==> src/hw/rtl/assert_macros.svh <==
// ---------------------------------------------------------------------------
// Assertion macros shared by the RTL
// Concurrent property wrappers; they compile to nothing under synthesis.
// ---------------------------------------------------------------------------
`ifndef ASSERT_MACROS_SVH
`define ASSERT_MACROS_SVH
`ifndef SYNTHESIS
// antecedent implies consequent in the same cycle
`define CHS_ASSERT_SAME(lbl, clk, rst_n, ante, cons) \
    lbl: assert property (@(posedge clk) disable iff (!rst_n) (ante) |-> (cons)) \
        else $error("same-cycle property violated");
// antecedent implies consequent in the next cycle
`define CHS_ASSERT_NEXT(lbl, clk, rst_n, ante, cons) \
    lbl: assert property (@(posedge clk) disable iff (!rst_n) (ante) |=> (cons)) \
        else $error("next-cycle property violated");
`else
`define CHS_ASSERT_SAME(lbl, clk, rst_n, ante, cons)
`define CHS_ASSERT_NEXT(lbl, clk, rst_n, ante, cons)
`endif
`endif

==> src/hw/rtl/chs_pkg.sv <==
// ---------------------------------------------------------------------------
// chs_pkg
// Shared types, request codes and the CORDIC arctangent table.
// ---------------------------------------------------------------------------
package chs_pkg;

    localparam logic [1:0] REQ_START   = 2'd0;
    localparam logic [1:0] REQ_CAL     = 2'd1;
    localparam logic [1:0] REQ_HEADING = 2'd2;

    localparam logic [15:0] DECL_RESET = 16'd935;

    localparam int CORDIC_STEPS_DEF = 16;
    localparam int CORDIC_STEPS_MAX = 24;

    // vector datapath: 17-bit input grows by the CORDIC gain and sqrt(2)
    localparam int VEC_W = 20;

    typedef struct packed {
        logic                    heading;
        logic                    zero;
        logic signed [VEC_W-1:0] x;
        logic signed [VEC_W-1:0] y;
        logic [31:0]             z;
    } vec_t;

    // atan(2^-i), 2^32 units per turn, rounded to nearest
    function automatic logic [31:0] atan_turn(input logic [4:0] idx);
        logic [31:0] r;
        unique case (idx)
            5'd0:  r = 32'h20000000;
            5'd1:  r = 32'h12E4051E;
            5'd2:  r = 32'h09FB385B;
            5'd3:  r = 32'h051111D4;
            5'd4:  r = 32'h028B0D43;
            5'd5:  r = 32'h0145D7E1;
            5'd6:  r = 32'h00A2F61E;
            5'd7:  r = 32'h00517C55;
            5'd8:  r = 32'h0028BE53;
            5'd9:  r = 32'h00145F2F;
            5'd10: r = 32'h000A2F98;
            5'd11: r = 32'h000517CC;
            5'd12: r = 32'h00028BE6;
            5'd13: r = 32'h000145F3;
            5'd14: r = 32'h0000A2FA;
            5'd15: r = 32'h0000517D;
            5'd16: r = 32'h000028BE;
            5'd17: r = 32'h0000145F;
            5'd18: r = 32'h00000A30;
            5'd19: r = 32'h00000518;
            5'd20: r = 32'h0000028C;
            5'd21: r = 32'h00000146;
            5'd22: r = 32'h000000A3;
            5'd23: r = 32'h00000051;
            default: r = 32'h00000000;
        endcase
        return r;
    endfunction

endpackage

==> src/hw/rtl/compass_heading_sector_unit.sv <==
// ---------------------------------------------------------------------------
// compass_heading_sector_unit
// Hard-iron calibrated compass heading and twelve-sector ring position.
// ---------------------------------------------------------------------------
// Input stream: s_axis_tdata carries x_sample and y_sample, s_axis_tuser the
// request type (start calibration, calibration sample, heading sample).
// Calibration samples update the axis min/max and hard-iron offsets on the
// edge that accepts them, so a heading sample right behind sees them.
// Heading samples pass through a CORDIC pipeline of CORDIC_STEPS stages, one
// iteration per stage, then a final stage adds the declination and forms the
// sector. Every input yields exactly one result transaction.
// Throughput: one transaction per cycle while the output is not stalled, set
// by the per-stage pipeline registers.
// Each stage advances when the stage after it is empty or moving, so input
// is still taken while a result waits in the output register; a stalled
// receiver fills the pipeline and then drops s_axis_tready.
// Reset clears all pipeline valid bits, the min/max and offset registers,
// and loads the declination with 935 (about 5 degrees 8 minutes).
// cfg_we writes cfg_wdata into the declination register; write it idle only.
// ---------------------------------------------------------------------------
`include "assert_macros.svh"

module compass_heading_sector_unit #(
    parameter int CORDIC_STEPS = chs_pkg::CORDIC_STEPS_DEF
) (
    input  logic        clk,
    input  logic        rst_n,
    input  logic        cfg_we,
    input  logic [15:0] cfg_wdata,     // declination
    input  logic        s_axis_tvalid,
    output logic        s_axis_tready,
    input  logic [31:0] s_axis_tdata,  // [15:0] x_sample, [31:16] y_sample
    input  logic [1:0]  s_axis_tuser,  // [1:0] req_type
    output logic        m_axis_tvalid,
    input  logic        m_axis_tready,
    output logic [23:0] m_axis_tdata,  // [3:0] sector, [19:4] heading_angle, rest 0
    output logic        m_axis_tuser   // [0] heading_valid
);

    localparam int VW = chs_pkg::VEC_W;

    logic [15:0]        decl_reg;
    logic signed [15:0] x_max_reg, x_min_reg, y_max_reg, y_min_reg;
    logic signed [15:0] x_max_next, x_min_next, y_max_next, y_min_next;
    logic signed [15:0] off_x_reg, off_y_reg, off_x_next, off_y_next;
    logic signed [16:0] sum_x, sum_y, half_x, half_y;

    logic signed [15:0] x_in, y_in;
    logic signed [16:0] dx, dy;
    logic               s_fire;

    chs_pkg::vec_t      pipe_reg [0:CORDIC_STEPS];
    chs_pkg::vec_t      stage_out [0:CORDIC_STEPS-1];
    chs_pkg::vec_t      head_vec;
    logic [CORDIC_STEPS:0] vld_reg;
    logic [CORDIC_STEPS:0] load;
    logic               out_free;

    logic [31:0]        z_rnd;
    logic [15:0]        angle;
    logic [15:0]        heading;
    logic [19:0]        h12;
    logic [3:0]         sector_reg;
    logic [15:0]        heading_reg;
    logic               hv_reg;

    assign x_in   = s_axis_tdata[15:0];
    assign y_in   = s_axis_tdata[31:16];
    assign s_fire = s_axis_tvalid && s_axis_tready;

    // calibration: extremes, then offsets truncated toward zero
    always_comb
    begin
        x_max_next = x_max_reg;
        x_min_next = x_min_reg;
        y_max_next = y_max_reg;
        y_min_next = y_min_reg;
        case (s_axis_tuser)
            chs_pkg::REQ_START:
            begin
                x_max_next = x_in;
                x_min_next = x_in;
                y_max_next = y_in;
                y_min_next = y_in;
            end
            chs_pkg::REQ_CAL:
            begin
                if (x_in > x_max_reg) x_max_next = x_in;
                if (x_in < x_min_reg) x_min_next = x_in;
                if (y_in > y_max_reg) y_max_next = y_in;
                if (y_in < y_min_reg) y_min_next = y_in;
            end
            default:
            begin
            end
        endcase
        sum_x      = 17'(x_max_next) + 17'(x_min_next);
        sum_y      = 17'(y_max_next) + 17'(y_min_next);
        half_x     = (sum_x + {16'd0, sum_x[16]}) >>> 1;
        half_y     = (sum_y + {16'd0, sum_y[16]}) >>> 1;
        off_x_next = half_x[15:0];
        off_y_next = half_y[15:0];
    end

    always_ff @(posedge clk or negedge rst_n)
    begin
        if (!rst_n)
        begin
            decl_reg  <= chs_pkg::DECL_RESET;
            x_max_reg <= '0;
            x_min_reg <= '0;
            y_max_reg <= '0;
            y_min_reg <= '0;
            off_x_reg <= '0;
            off_y_reg <= '0;
        end
        else
        begin
            if (cfg_we)
                decl_reg <= cfg_wdata;
            if (s_fire)
            begin
                x_max_reg <= x_max_next;
                x_min_reg <= x_min_next;
                y_max_reg <= y_max_next;
                y_min_reg <= y_min_next;
                off_x_reg <= off_x_next;
                off_y_reg <= off_y_next;
            end
        end
    end

    // offset removal, exact at 17 bits
    assign dx = 17'(x_in) - 17'(off_x_reg);
    assign dy = 17'(y_in) - 17'(off_y_reg);

    always_comb
    begin
        head_vec.heading = (s_axis_tuser == chs_pkg::REQ_HEADING);
        head_vec.zero    = (dx == 17'sd0) && (dy == 17'sd0);
        head_vec.x       = VW'(dx);
        head_vec.y       = VW'(dy);
        head_vec.z       = 32'h00000000;
    end

    // stage flow control: load when empty or when the content moves on
    assign out_free = !m_axis_tvalid || m_axis_tready;

    always_comb
    begin
        load[CORDIC_STEPS] = !vld_reg[CORDIC_STEPS] || out_free;
        for (int i = CORDIC_STEPS - 1; i >= 0; i--)
        begin
            load[i] = !vld_reg[i] || load[i+1];
        end
    end

    assign s_axis_tready = load[0];

    genvar g;
    generate
        for (g = 0; g < CORDIC_STEPS; g++)
        begin : g_iter
            chs_cordic_stage #(
                .STEP (g)
            ) u_stage (
                .vin  (pipe_reg[g]),
                .vout (stage_out[g])
            );
        end
    endgenerate

    always_ff @(posedge clk or negedge rst_n)
    begin
        if (!rst_n)
        begin
            vld_reg       <= '0;
            m_axis_tvalid <= 1'b0;
        end
        else
        begin
            if (load[0])
                vld_reg[0] <= s_axis_tvalid;
            for (int i = 1; i <= CORDIC_STEPS; i++)
            begin
                if (load[i])
                    vld_reg[i] <= vld_reg[i-1];
            end
            if (out_free)
                m_axis_tvalid <= vld_reg[CORDIC_STEPS];
        end
    end

    always_ff @(posedge clk)
    begin
        if (s_fire)
            pipe_reg[0] <= head_vec;
        for (int i = 1; i <= CORDIC_STEPS; i++)
        begin
            if (load[i] && vld_reg[i-1])
                pipe_reg[i] <= stage_out[i-1];
        end
        if (out_free && vld_reg[CORDIC_STEPS])
        begin
            sector_reg  <= pipe_reg[CORDIC_STEPS].heading ? h12[19:16] : 4'd0;
            heading_reg <= pipe_reg[CORDIC_STEPS].heading ? heading : 16'd0;
            hv_reg      <= pipe_reg[CORDIC_STEPS].heading;
        end
    end

    // round to 16 bits, add declination, scale by twelve sectors
    assign z_rnd   = pipe_reg[CORDIC_STEPS].z + 32'h00008000;
    assign angle   = pipe_reg[CORDIC_STEPS].zero ? 16'd0 : z_rnd[31:16];
    assign heading = angle + decl_reg;
    assign h12     = {1'b0, heading, 3'b000} + {2'b00, heading, 2'b00};

    assign m_axis_tdata = {4'd0, heading_reg, sector_reg};
    assign m_axis_tuser = hv_reg;

    `CHS_ASSERT_SAME(a_min_le_max, clk, rst_n, 1'b1, (x_min_reg <= x_max_reg) && (y_min_reg <= y_max_reg))
    `CHS_ASSERT_NEXT(a_start_seeds, clk, rst_n, s_fire && (s_axis_tuser == chs_pkg::REQ_START), (x_min_reg == x_max_reg) && (y_min_reg == y_max_reg))
    `CHS_ASSERT_SAME(a_sector_range, clk, rst_n, m_axis_tvalid, m_axis_tdata[3:0] <= 4'd11)
    `CHS_ASSERT_SAME(a_cal_zero, clk, rst_n, m_axis_tvalid && !m_axis_tuser, m_axis_tdata == 24'd0)
    `CHS_ASSERT_SAME(a_stall_full, clk, rst_n, !s_axis_tready, vld_reg[0] && !out_free)

endmodule

==> src/hw/rtl/chs_cordic_stage.sv <==
// ---------------------------------------------------------------------------
// chs_cordic_stage
// One vectoring-mode CORDIC iteration; the first one also folds the left
// half plane onto the right half plane.
// ---------------------------------------------------------------------------
module chs_cordic_stage #(
    parameter int STEP = 0
) (
    input  chs_pkg::vec_t vin,
    output chs_pkg::vec_t vout
);

    chs_pkg::vec_t                    pre;
    logic signed [chs_pkg::VEC_W-1:0] xs;
    logic signed [chs_pkg::VEC_W-1:0] ys;
    logic [31:0]                      ang;

    assign ang = chs_pkg::atan_turn(5'(STEP));

    always_comb
    begin
        pre = vin;
        if (STEP == 0 && vin.x < 0)
        begin
            pre.x = -vin.x;
            pre.y = -vin.y;
            pre.z = 32'h80000000;
        end
        else if (STEP == 0)
        begin
            pre.z = 32'h00000000;
        end
    end

    // arithmetic shift rounds toward minus infinity
    assign xs = pre.x >>> STEP;
    assign ys = pre.y >>> STEP;

    always_comb
    begin
        vout = pre;
        if (pre.y >= 0)
        begin
            vout.x = pre.x + ys;
            vout.y = pre.y - xs;
            vout.z = pre.z + ang;
        end
        else
        begin
            vout.x = pre.x - ys;
            vout.y = pre.y + xs;
            vout.z = pre.z - ang;
        end
    end

endmodule

==> config.mk <==
export PLATFORM = sky130hd
export DESIGN_NAME = compass_heading_sector_unit
export DESIGN_NICKNAME = d
export VERILOG_FILES = /design/src/hw/rtl/chs_pkg.sv /design/src/hw/rtl/compass_heading_sector_unit.sv /design/src/hw/rtl/chs_cordic_stage.sv
export VERILOG_INCLUDE_DIRS = /design/src /design/src/hw/rtl
export SDC_FILE = /design/constraint.sdc
export NUM_CORES = 2
export LEC_CHECK = 0
export BUFFER_PORTS_ARGS = -buffer_cell sky130_fd_sc_hd__buf_4
export CORE_UTILIZATION = 45
export CTS_CLUSTER_SIZE = 14
export DETAILED_ROUTE_END_ITERATION = 16
export GPL_TIMING_DRIVEN = 1
export HOLD_SLACK_MARGIN = 0.12
export PLACE_DENSITY = 0.66
export SYNTH_ARGS = -nofsm -noshare
export SYNTH_HDL_FRONTEND = slang
export SYNTH_SLANG_ARGS = --single-unit
==> constraint.sdc <==
create_clock -name clk -period 7.3 [get_ports clk]
set_clock_uncertainty 0.1 [all_clocks]
set_input_delay 1.095 -clock clk [delete_from_list [all_inputs] [get_ports clk]]
set_output_delay 1.095 -clock clk [all_outputs]
set_load 0.01 [all_outputs]
### Word level (Yosys, flattened, before mapping)

Memory sizes are Yosys's and may differ from the RTL's.
Index checks and enable logic that the tools add are counted.

| storage, ports and cells | value |
|---|---|
| memory bits (read-only) | 0 |
| bits in registers | 151 |
| RAM bits | 1258 |
| output and inout bits | 27 |
| word-level logic and storage cells | 277 |
| bits in latches | 0 |
| memories kept | 1 |

| operators by class | value |
|---|---|
| div/mod/pow operators | 0 |
| multipliers | 0 |
| shifts and indexed selects | 0 |
| magnitude comparators | 21 |
| reductions and logical operators | 58 |
| eq/ne operators | 2 |
| bitwise operators | 0 |
| multiplexer cells | 61 |
| $add $sub $neg | 106 |

Memory list:

| memory | depth | bits a word | rd ports | clocked after memory_dff | wr ports | RTL line | source |
|---|---|---|---|---|---|---|---|
| pipe_reg | 17 | 74 | 17 | 0 | 17 | compass_heading_sector_unit.sv:52 | `chs_pkg::vec_t pipe_reg [0:CORDIC_STEPS];` |

Operators with widths:

| operator | count |
|---|---|
| 72-bit two-way mux | 16 |
| 20-bit by 1-bit greater-or-equal comparator with 1-bit output (second input constant) | 16 |
| 16-bit case mux with 2 select lines | 4 |
| 16-bit two-way mux | 5 |
| 32-bit by 16-bit adder with 32-bit output (second input constant) | 2 |
| 20-bit by 10-bit adder with 20-bit output | 2 |
| 20-bit by 11-bit adder with 20-bit output | 2 |
| 20-bit by 12-bit adder with 20-bit output | 2 |
| 20-bit by 13-bit adder with 20-bit output | 2 |
| 20-bit by 14-bit adder with 20-bit output | 2 |
| 20-bit by 15-bit adder with 20-bit output | 2 |
| 20-bit by 16-bit adder with 20-bit output | 2 |
| 20-bit by 17-bit adder with 20-bit output | 2 |
| 20-bit by 18-bit adder with 20-bit output | 2 |
| 20-bit by 19-bit adder with 20-bit output | 2 |
| 20-bit by 5-bit adder with 20-bit output | 2 |
| 20-bit by 6-bit adder with 20-bit output | 2 |
| 20-bit by 7-bit adder with 20-bit output | 2 |
| 20-bit by 8-bit adder with 20-bit output | 2 |
| 20-bit by 9-bit adder with 20-bit output | 2 |
| 40-bit two-way mux | 1 |
| 20-bit negation | 2 |
| 20-bit by 10-bit subtractor with 20-bit output | 2 |
| 20-bit by 11-bit subtractor with 20-bit output | 2 |
| other kinds (63) | 168 |

### Longest topological paths before layout

| depth | value |
|---|---|
| depth in word-level cells | 22 |
| mapped depth | 29 |
| gate-level depth less buffers | 27 |

### Cells and area by module

A second synthesis with hierarchy kept.

| second synthesis, totals | value |
|---|---|
| cell total of the unflattened synthesis | 11952 |
| area, all modules | 113257.4 um^2 |

By module, submodules not included:

| module | seq. area each (um^2) | instances | area each (um^2) | cells each |
|---|---|---|---|---|
| compass_heading_sector_unit | 38876.0 | 1 | 48368.9 | 2625 |
| chs_cordic_stage (g_iter[2].u_stage) | 0.0 | 1 | 4606.9 | 673 |
| chs_cordic_stage (g_iter[5].u_stage) | 0.0 | 1 | 4464.3 | 656 |
| chs_cordic_stage (g_iter[1].u_stage) | 0.0 | 1 | 4431.8 | 638 |
| chs_cordic_stage (g_iter[3].u_stage) | 0.0 | 1 | 4296.6 | 634 |
| chs_cordic_stage (g_iter[15].u_stage) | 0.0 | 1 | 4207.8 | 608 |
| chs_cordic_stage (g_iter[7].u_stage) | 0.0 | 1 | 4113.9 | 590 |
| chs_cordic_stage (g_iter[0].u_stage) | 0.0 | 1 | 4107.7 | 592 |
| chs_cordic_stage (g_iter[6].u_stage) | 0.0 | 1 | 4103.9 | 601 |
| chs_cordic_stage (g_iter[8].u_stage) | 0.0 | 1 | 4060.1 | 568 |
| chs_cordic_stage (g_iter[10].u_stage) | 0.0 | 1 | 3885.0 | 550 |
| chs_cordic_stage (g_iter[9].u_stage) | 0.0 | 1 | 3865.0 | 570 |
| chs_cordic_stage (g_iter[12].u_stage) | 0.0 | 1 | 3813.7 | 533 |
| chs_cordic_stage (g_iter[4].u_stage) | 0.0 | 1 | 3794.9 | 522 |
| +3 rows | - | - | - | - |

### Worst setup path before layout

Ideal clock, no wire load.

| timing | value |
|---|---|
| path type | input to register |
| start point | input port s_axis_tdata[17] |
| end point | register off_y_reg[14] |
| slack | 0.334 ns |
| buffers on the path | 1 |
| setup time | 0.133 ns |
| stages | 24 |
| arrival | 6.733 ns |
| cell sequence | ha_1 > a21o_1 > a21o_1 > a21o_1 > a21oi_1 > nor2b_1 > o21ai_0 > a211o_1 > mux2_2 > a21oi_1 > clkbuf_1 > mux2_2 > ha_1 > or3_1 > a31oi_1 > a21oi_1 > a31oi_1 > nor4_1 > or4_1 > nor3_1 > nor4b_1 > nand3_1 > xnor2_1 > o21ai_0 |

| on the way | value |
|---|---|
| longest elaborated chain between the ends | 5 |

Ends and longest elaborated chain:

| what | RTL line | source |
|---|---|---|
| start: declaration | compass_heading_sector_unit.sv:32 | `input logic [31:0] s_axis_tdata,` |
| 16-bit less-than comparator | compass_heading_sector_unit.sv:91 | `if (y_in < y_min_reg) y_min_next = y_in;` |
| 16-bit two-way mux | compass_heading_sector_unit.sv:91 |  |
| 16-bit case mux with 2 select lines | compass_heading_sector_unit.sv:78 | `case (s_axis_tuser)` |
| via y_min_next[5] | compass_heading_sector_unit.sv:44 | `logic signed [15:0] x_max_next, x_min_next, y_max_next, y_min_next;` |
| 16-bit by 16-bit adder with 17-bit output | compass_heading_sector_unit.sv:98 | `sum_y = 17'(y_max_next) + 17'(y_min_next);` |
| 17-bit by 1-bit adder with 17-bit output | compass_heading_sector_unit.sv:100 | `half_y = (sum_y + {16'd0, sum_y[16]}) >>> 1;` |
| end signal: assignment | compass_heading_sector_unit.sv:128 | `off_y_reg <= off_y_next;` |
| end: declaration | compass_heading_sector_unit.sv:45 | `logic signed [15:0] off_x_reg, off_y_reg, off_x_next, off_y_next;` |

The timed path passes the listed nets, and every way through them passes these cells.
A chain may end at the register's enable or synchronous reset.

### Worst setup path after layout

Same ends and word-level chain as after synthesis.

==> run_results.csv <==
group,metric,value,unit
yosys,ys_warn_count,0,
run_status,status,"finished, final reports clean",
worst_setup_path,endpoint_kind,"register",
cts,root_buffer,"clkbuf_16",
cts,post-cts-setup-buffers,0,
place,place.gp.congestion,0.8985,
grt,gr-total-overflow,0,
worst_setup_path,cp-start-kind,"input port",
timing,hold_violations,0,
yosys,netlist.area_leader.share,0.3434,
cts,clock_latency,790,ps
worst_setup_path,slowest_delay,460,ps
yosys,avgSynthCellArea,9.944,µm²
floorplan,chipHeight,455.9,µm
worst_setup_path,worst-r2r-setup-slack,1030,ps
timing,min_period_over_period,0.8657,
yosys,synth_edf_count,1060,
worst_setup_path,crit_end,"off_y_reg[14]$_DFFE_PN0P_",
yosys,ys_types,90,
routing,drc,0,
timing,slew_headroom,0.2486,
flow_run,max_cap_violations,0,
yosys,synth.ff_latch_count,1190,
grt,antenna_found_initial,1,
timing,slew_violations,0,
cts,cts_resized,0,
routing,postRouteAntennaNets,0,
cells_and_area,antenna_cells,0,
timing,fmax,0.1582,GHz
worst_setup_path,crit_path_frequent_cell,"buf_4",
yosys,async_reset_ff_frac,0.1092,
floorplan,die_area,207800,µm²
worst_setup_path,cp_top_family,"compound AO/OA/AOI/OAI gates",
hold_path,holdCritPathClass,"input port to asynchronous set/reset pin",
worst_setup_path,r2r_start,"y_min_reg[1]$_DFFE_PN0P_",
grt,grt_max_degree,74,
cts,cts_tree,"built",
routing,dr.pass1.iters,6,
cts,numCtsBuffers,142,
worst_setup_path,cp_max_fo,9,
cts,hold_buffers,0,
worst_setup_path,critical_path_buf_inv_count,5,
cts,cts_max_level,4,
worst_setup_path,crit_start,"s_axis_tdata[17]",
cells_and_area,layout.nets,10810,
yosys,synth_flop_cell,"edfxtp_1",
floorplan,die_x,455.9,µm
worst_setup_path,rr_worst_depth,28,
yosys,seq_area_frac_synth,0.3786,
yosys,synthCells,9321,
place,hpwl,164000,µm
routing,vias,69190,
timing,min_period,6320,ps
routing,avgRoutedWirePerCell,16.96,µm
cells_and_area,drive_above_1_share,0.06205,
cts,cts_sinks,1190,
routing,drtIter0Drc,4147,
timing,rsz0062_at_grt,"no",
worst_setup_path,worst-setup-path-type,"input port to register",
floorplan,rows,166,
worst_setup_path,r2r_end,"off_y_reg[14]$_DFFE_PN0P_",
worst_setup_path,crit_cells,28,
grt,grt_usage,0.1982,
grt,first_global_vias,68040,
timing,fin_tns_setup,0,ps
yosys,yosysTopAreaCell,"edfxtp_1",
routing,viasPerCell,5.599,
cts,cts_max_path_buffers,3,
yosys,synth_area_leaders,"edfxtp_1 34%, ha_1 16%, xnor2_1 7.7%, a21oi_1 3.8%, dfrtp_1 3.3%",
floorplan,fp.coreArea,204600,µm²
worst_setup_path,worstPathArrival,6870,ps
worst_setup_path,worstPathRequired,7850,ps
place,io_buffer_count,77,
grt,grt_first_pass_wirelength,344000,µm
cells_and_area,n_fill_cell,18450,
timing,tightest_slew,1099,ps
cts,clk_pin_slew_worst_paths,60,ps
floorplan,initial_utilization,0.4531,
routing,totalWireLength,209600,µm
cells_and_area,largest_register_ffs,1039,
floorplan,io_pins,82,
cells_and_area,area_growth_syn_to_layout,9.477,%
timing,finalSetupViolCount,0,
worst_setup_path,crit_slowest_cell,"or4_1",
yosys,syn-cell-area,92690,µm²
## placed cells by master, fill, tap and decap left out, types with 53 or more instances in the layout
master	count
o211ai_1	65
nor4_1	53
nand2_1	507
and3_1	74
nor3_1	261
buf_4	129
ha_1	1163
or3_1	101
o21ai_0	543
conb_1	88
nor2_1	787
and2_1	71
a21o_1	236
o21a_1	178
clkbuf_16	145
xnor2_1	820
a31oi_1	78
dfrtp_1	123
nor2b_1	190
inv_1	448
o21bai_1	84
nand3_1	187
xor2_1	349
nand2b_1	186
o41ai_1	70
edfxtp_1	1060
o31ai_1	100
mux2_2	112
a21oi_1	693
## per-stage QoR
stage | setup slack (ps) | utilization | hold slack, ps | instance area (µm²) | instances
floorplan | 334.3 | - | 300.3 | 93020 | 9407
global placement | 212.8 | 0.4737 | 300.2 | 96910 | 12090
detailed placement | 221.2 | 0.4737 | 304.5 | 96910 | 12090
CTS | 1019 | 0.4960 | 135.8 | 101500 | 12360
global route | 577.3 | 0.4960 | 155.4 | 101500 | 12360
finish | 980.4 | 0.4960 | 150.3 | 101500 | 12360
## worst min-delay path by stage
stage	end	slack (ps)	cells past startpoint	from
3_3_place_gp	pipe_reg[0][961]$_DFFE_PP_	300	0	pipe_reg[0][887]$_DFFE_PP_
3_5_place_dp	pipe_reg[0][591]$_DFFE_PP_	300	0	pipe_reg[0][517]$_DFFE_PP_
2_1_floorplan	pipe_reg[0][1034]$_DFFE_PP_	300	0	pipe_reg[0][960]$_DFFE_PP_
5_1_grt	decl_reg[4]$_DFFE_PN0P_	160	1	rst_n
4_1_cts	m_axis_tvalid$_DFFE_PN0P_	140	1	rst_n
6_report	decl_reg[3]$_DFFE_PN0P_	150	1	rst_n
## cell type report
cell class	count	area (µm²)	share of cell area
Inverter	451	1693	0.01668
Tap cell	2688	3363	0.03314
Multi-Input combinational cell	7633	55780	0.5497
Clock inverter	83	718.2	0.007077
Clock buffer	182	3847	0.03791
Timing Repair Buffer	130	979.7	0.009654
Sequential cell	1190	35090	0.3458
## routing by layer
layer,vias to the layer above,routed length [µm],part of all wire,global-route usage
met5,-,13,0.000062,0
met4,2,5459,0.026,0.05836
met3,363,8343,0.040,0.02707
met2,1276,100500,0.48,0.3436
met1,32790,95240,0.45,0.2556
li1,34770,-,-,-
## logic make-up after synthesis
family,after synthesis,share of synthesized area
simple gates,2631,0.1385
xor+xnor,1169,0.1105
other cells,2,0.00008102
buf+inv,584,0.02386
flops,1190,0.3786
mux,143,0.01695
fa+ha+maj,1209,0.1669
compound gates,2393,0.1646
## synthesized netlist by cell type, types with 186 or more instances
cell type / instances
edfxtp_1: 1060
nor3_1: 261
inv_1: 448
nand2b_1: 186
xor2_1: 349
nor2_1: 788
xnor2_1: 820
ha_1: 1163
o21ai_0: 543
a21o_1: 236
nand3_1: 187
nand2_1: 507
a21oi_1: 695
nor2b_1: 195
Power is not shown: default switching activity piles up to over one toggle a cycle in this logic, so the estimate is an artifact.
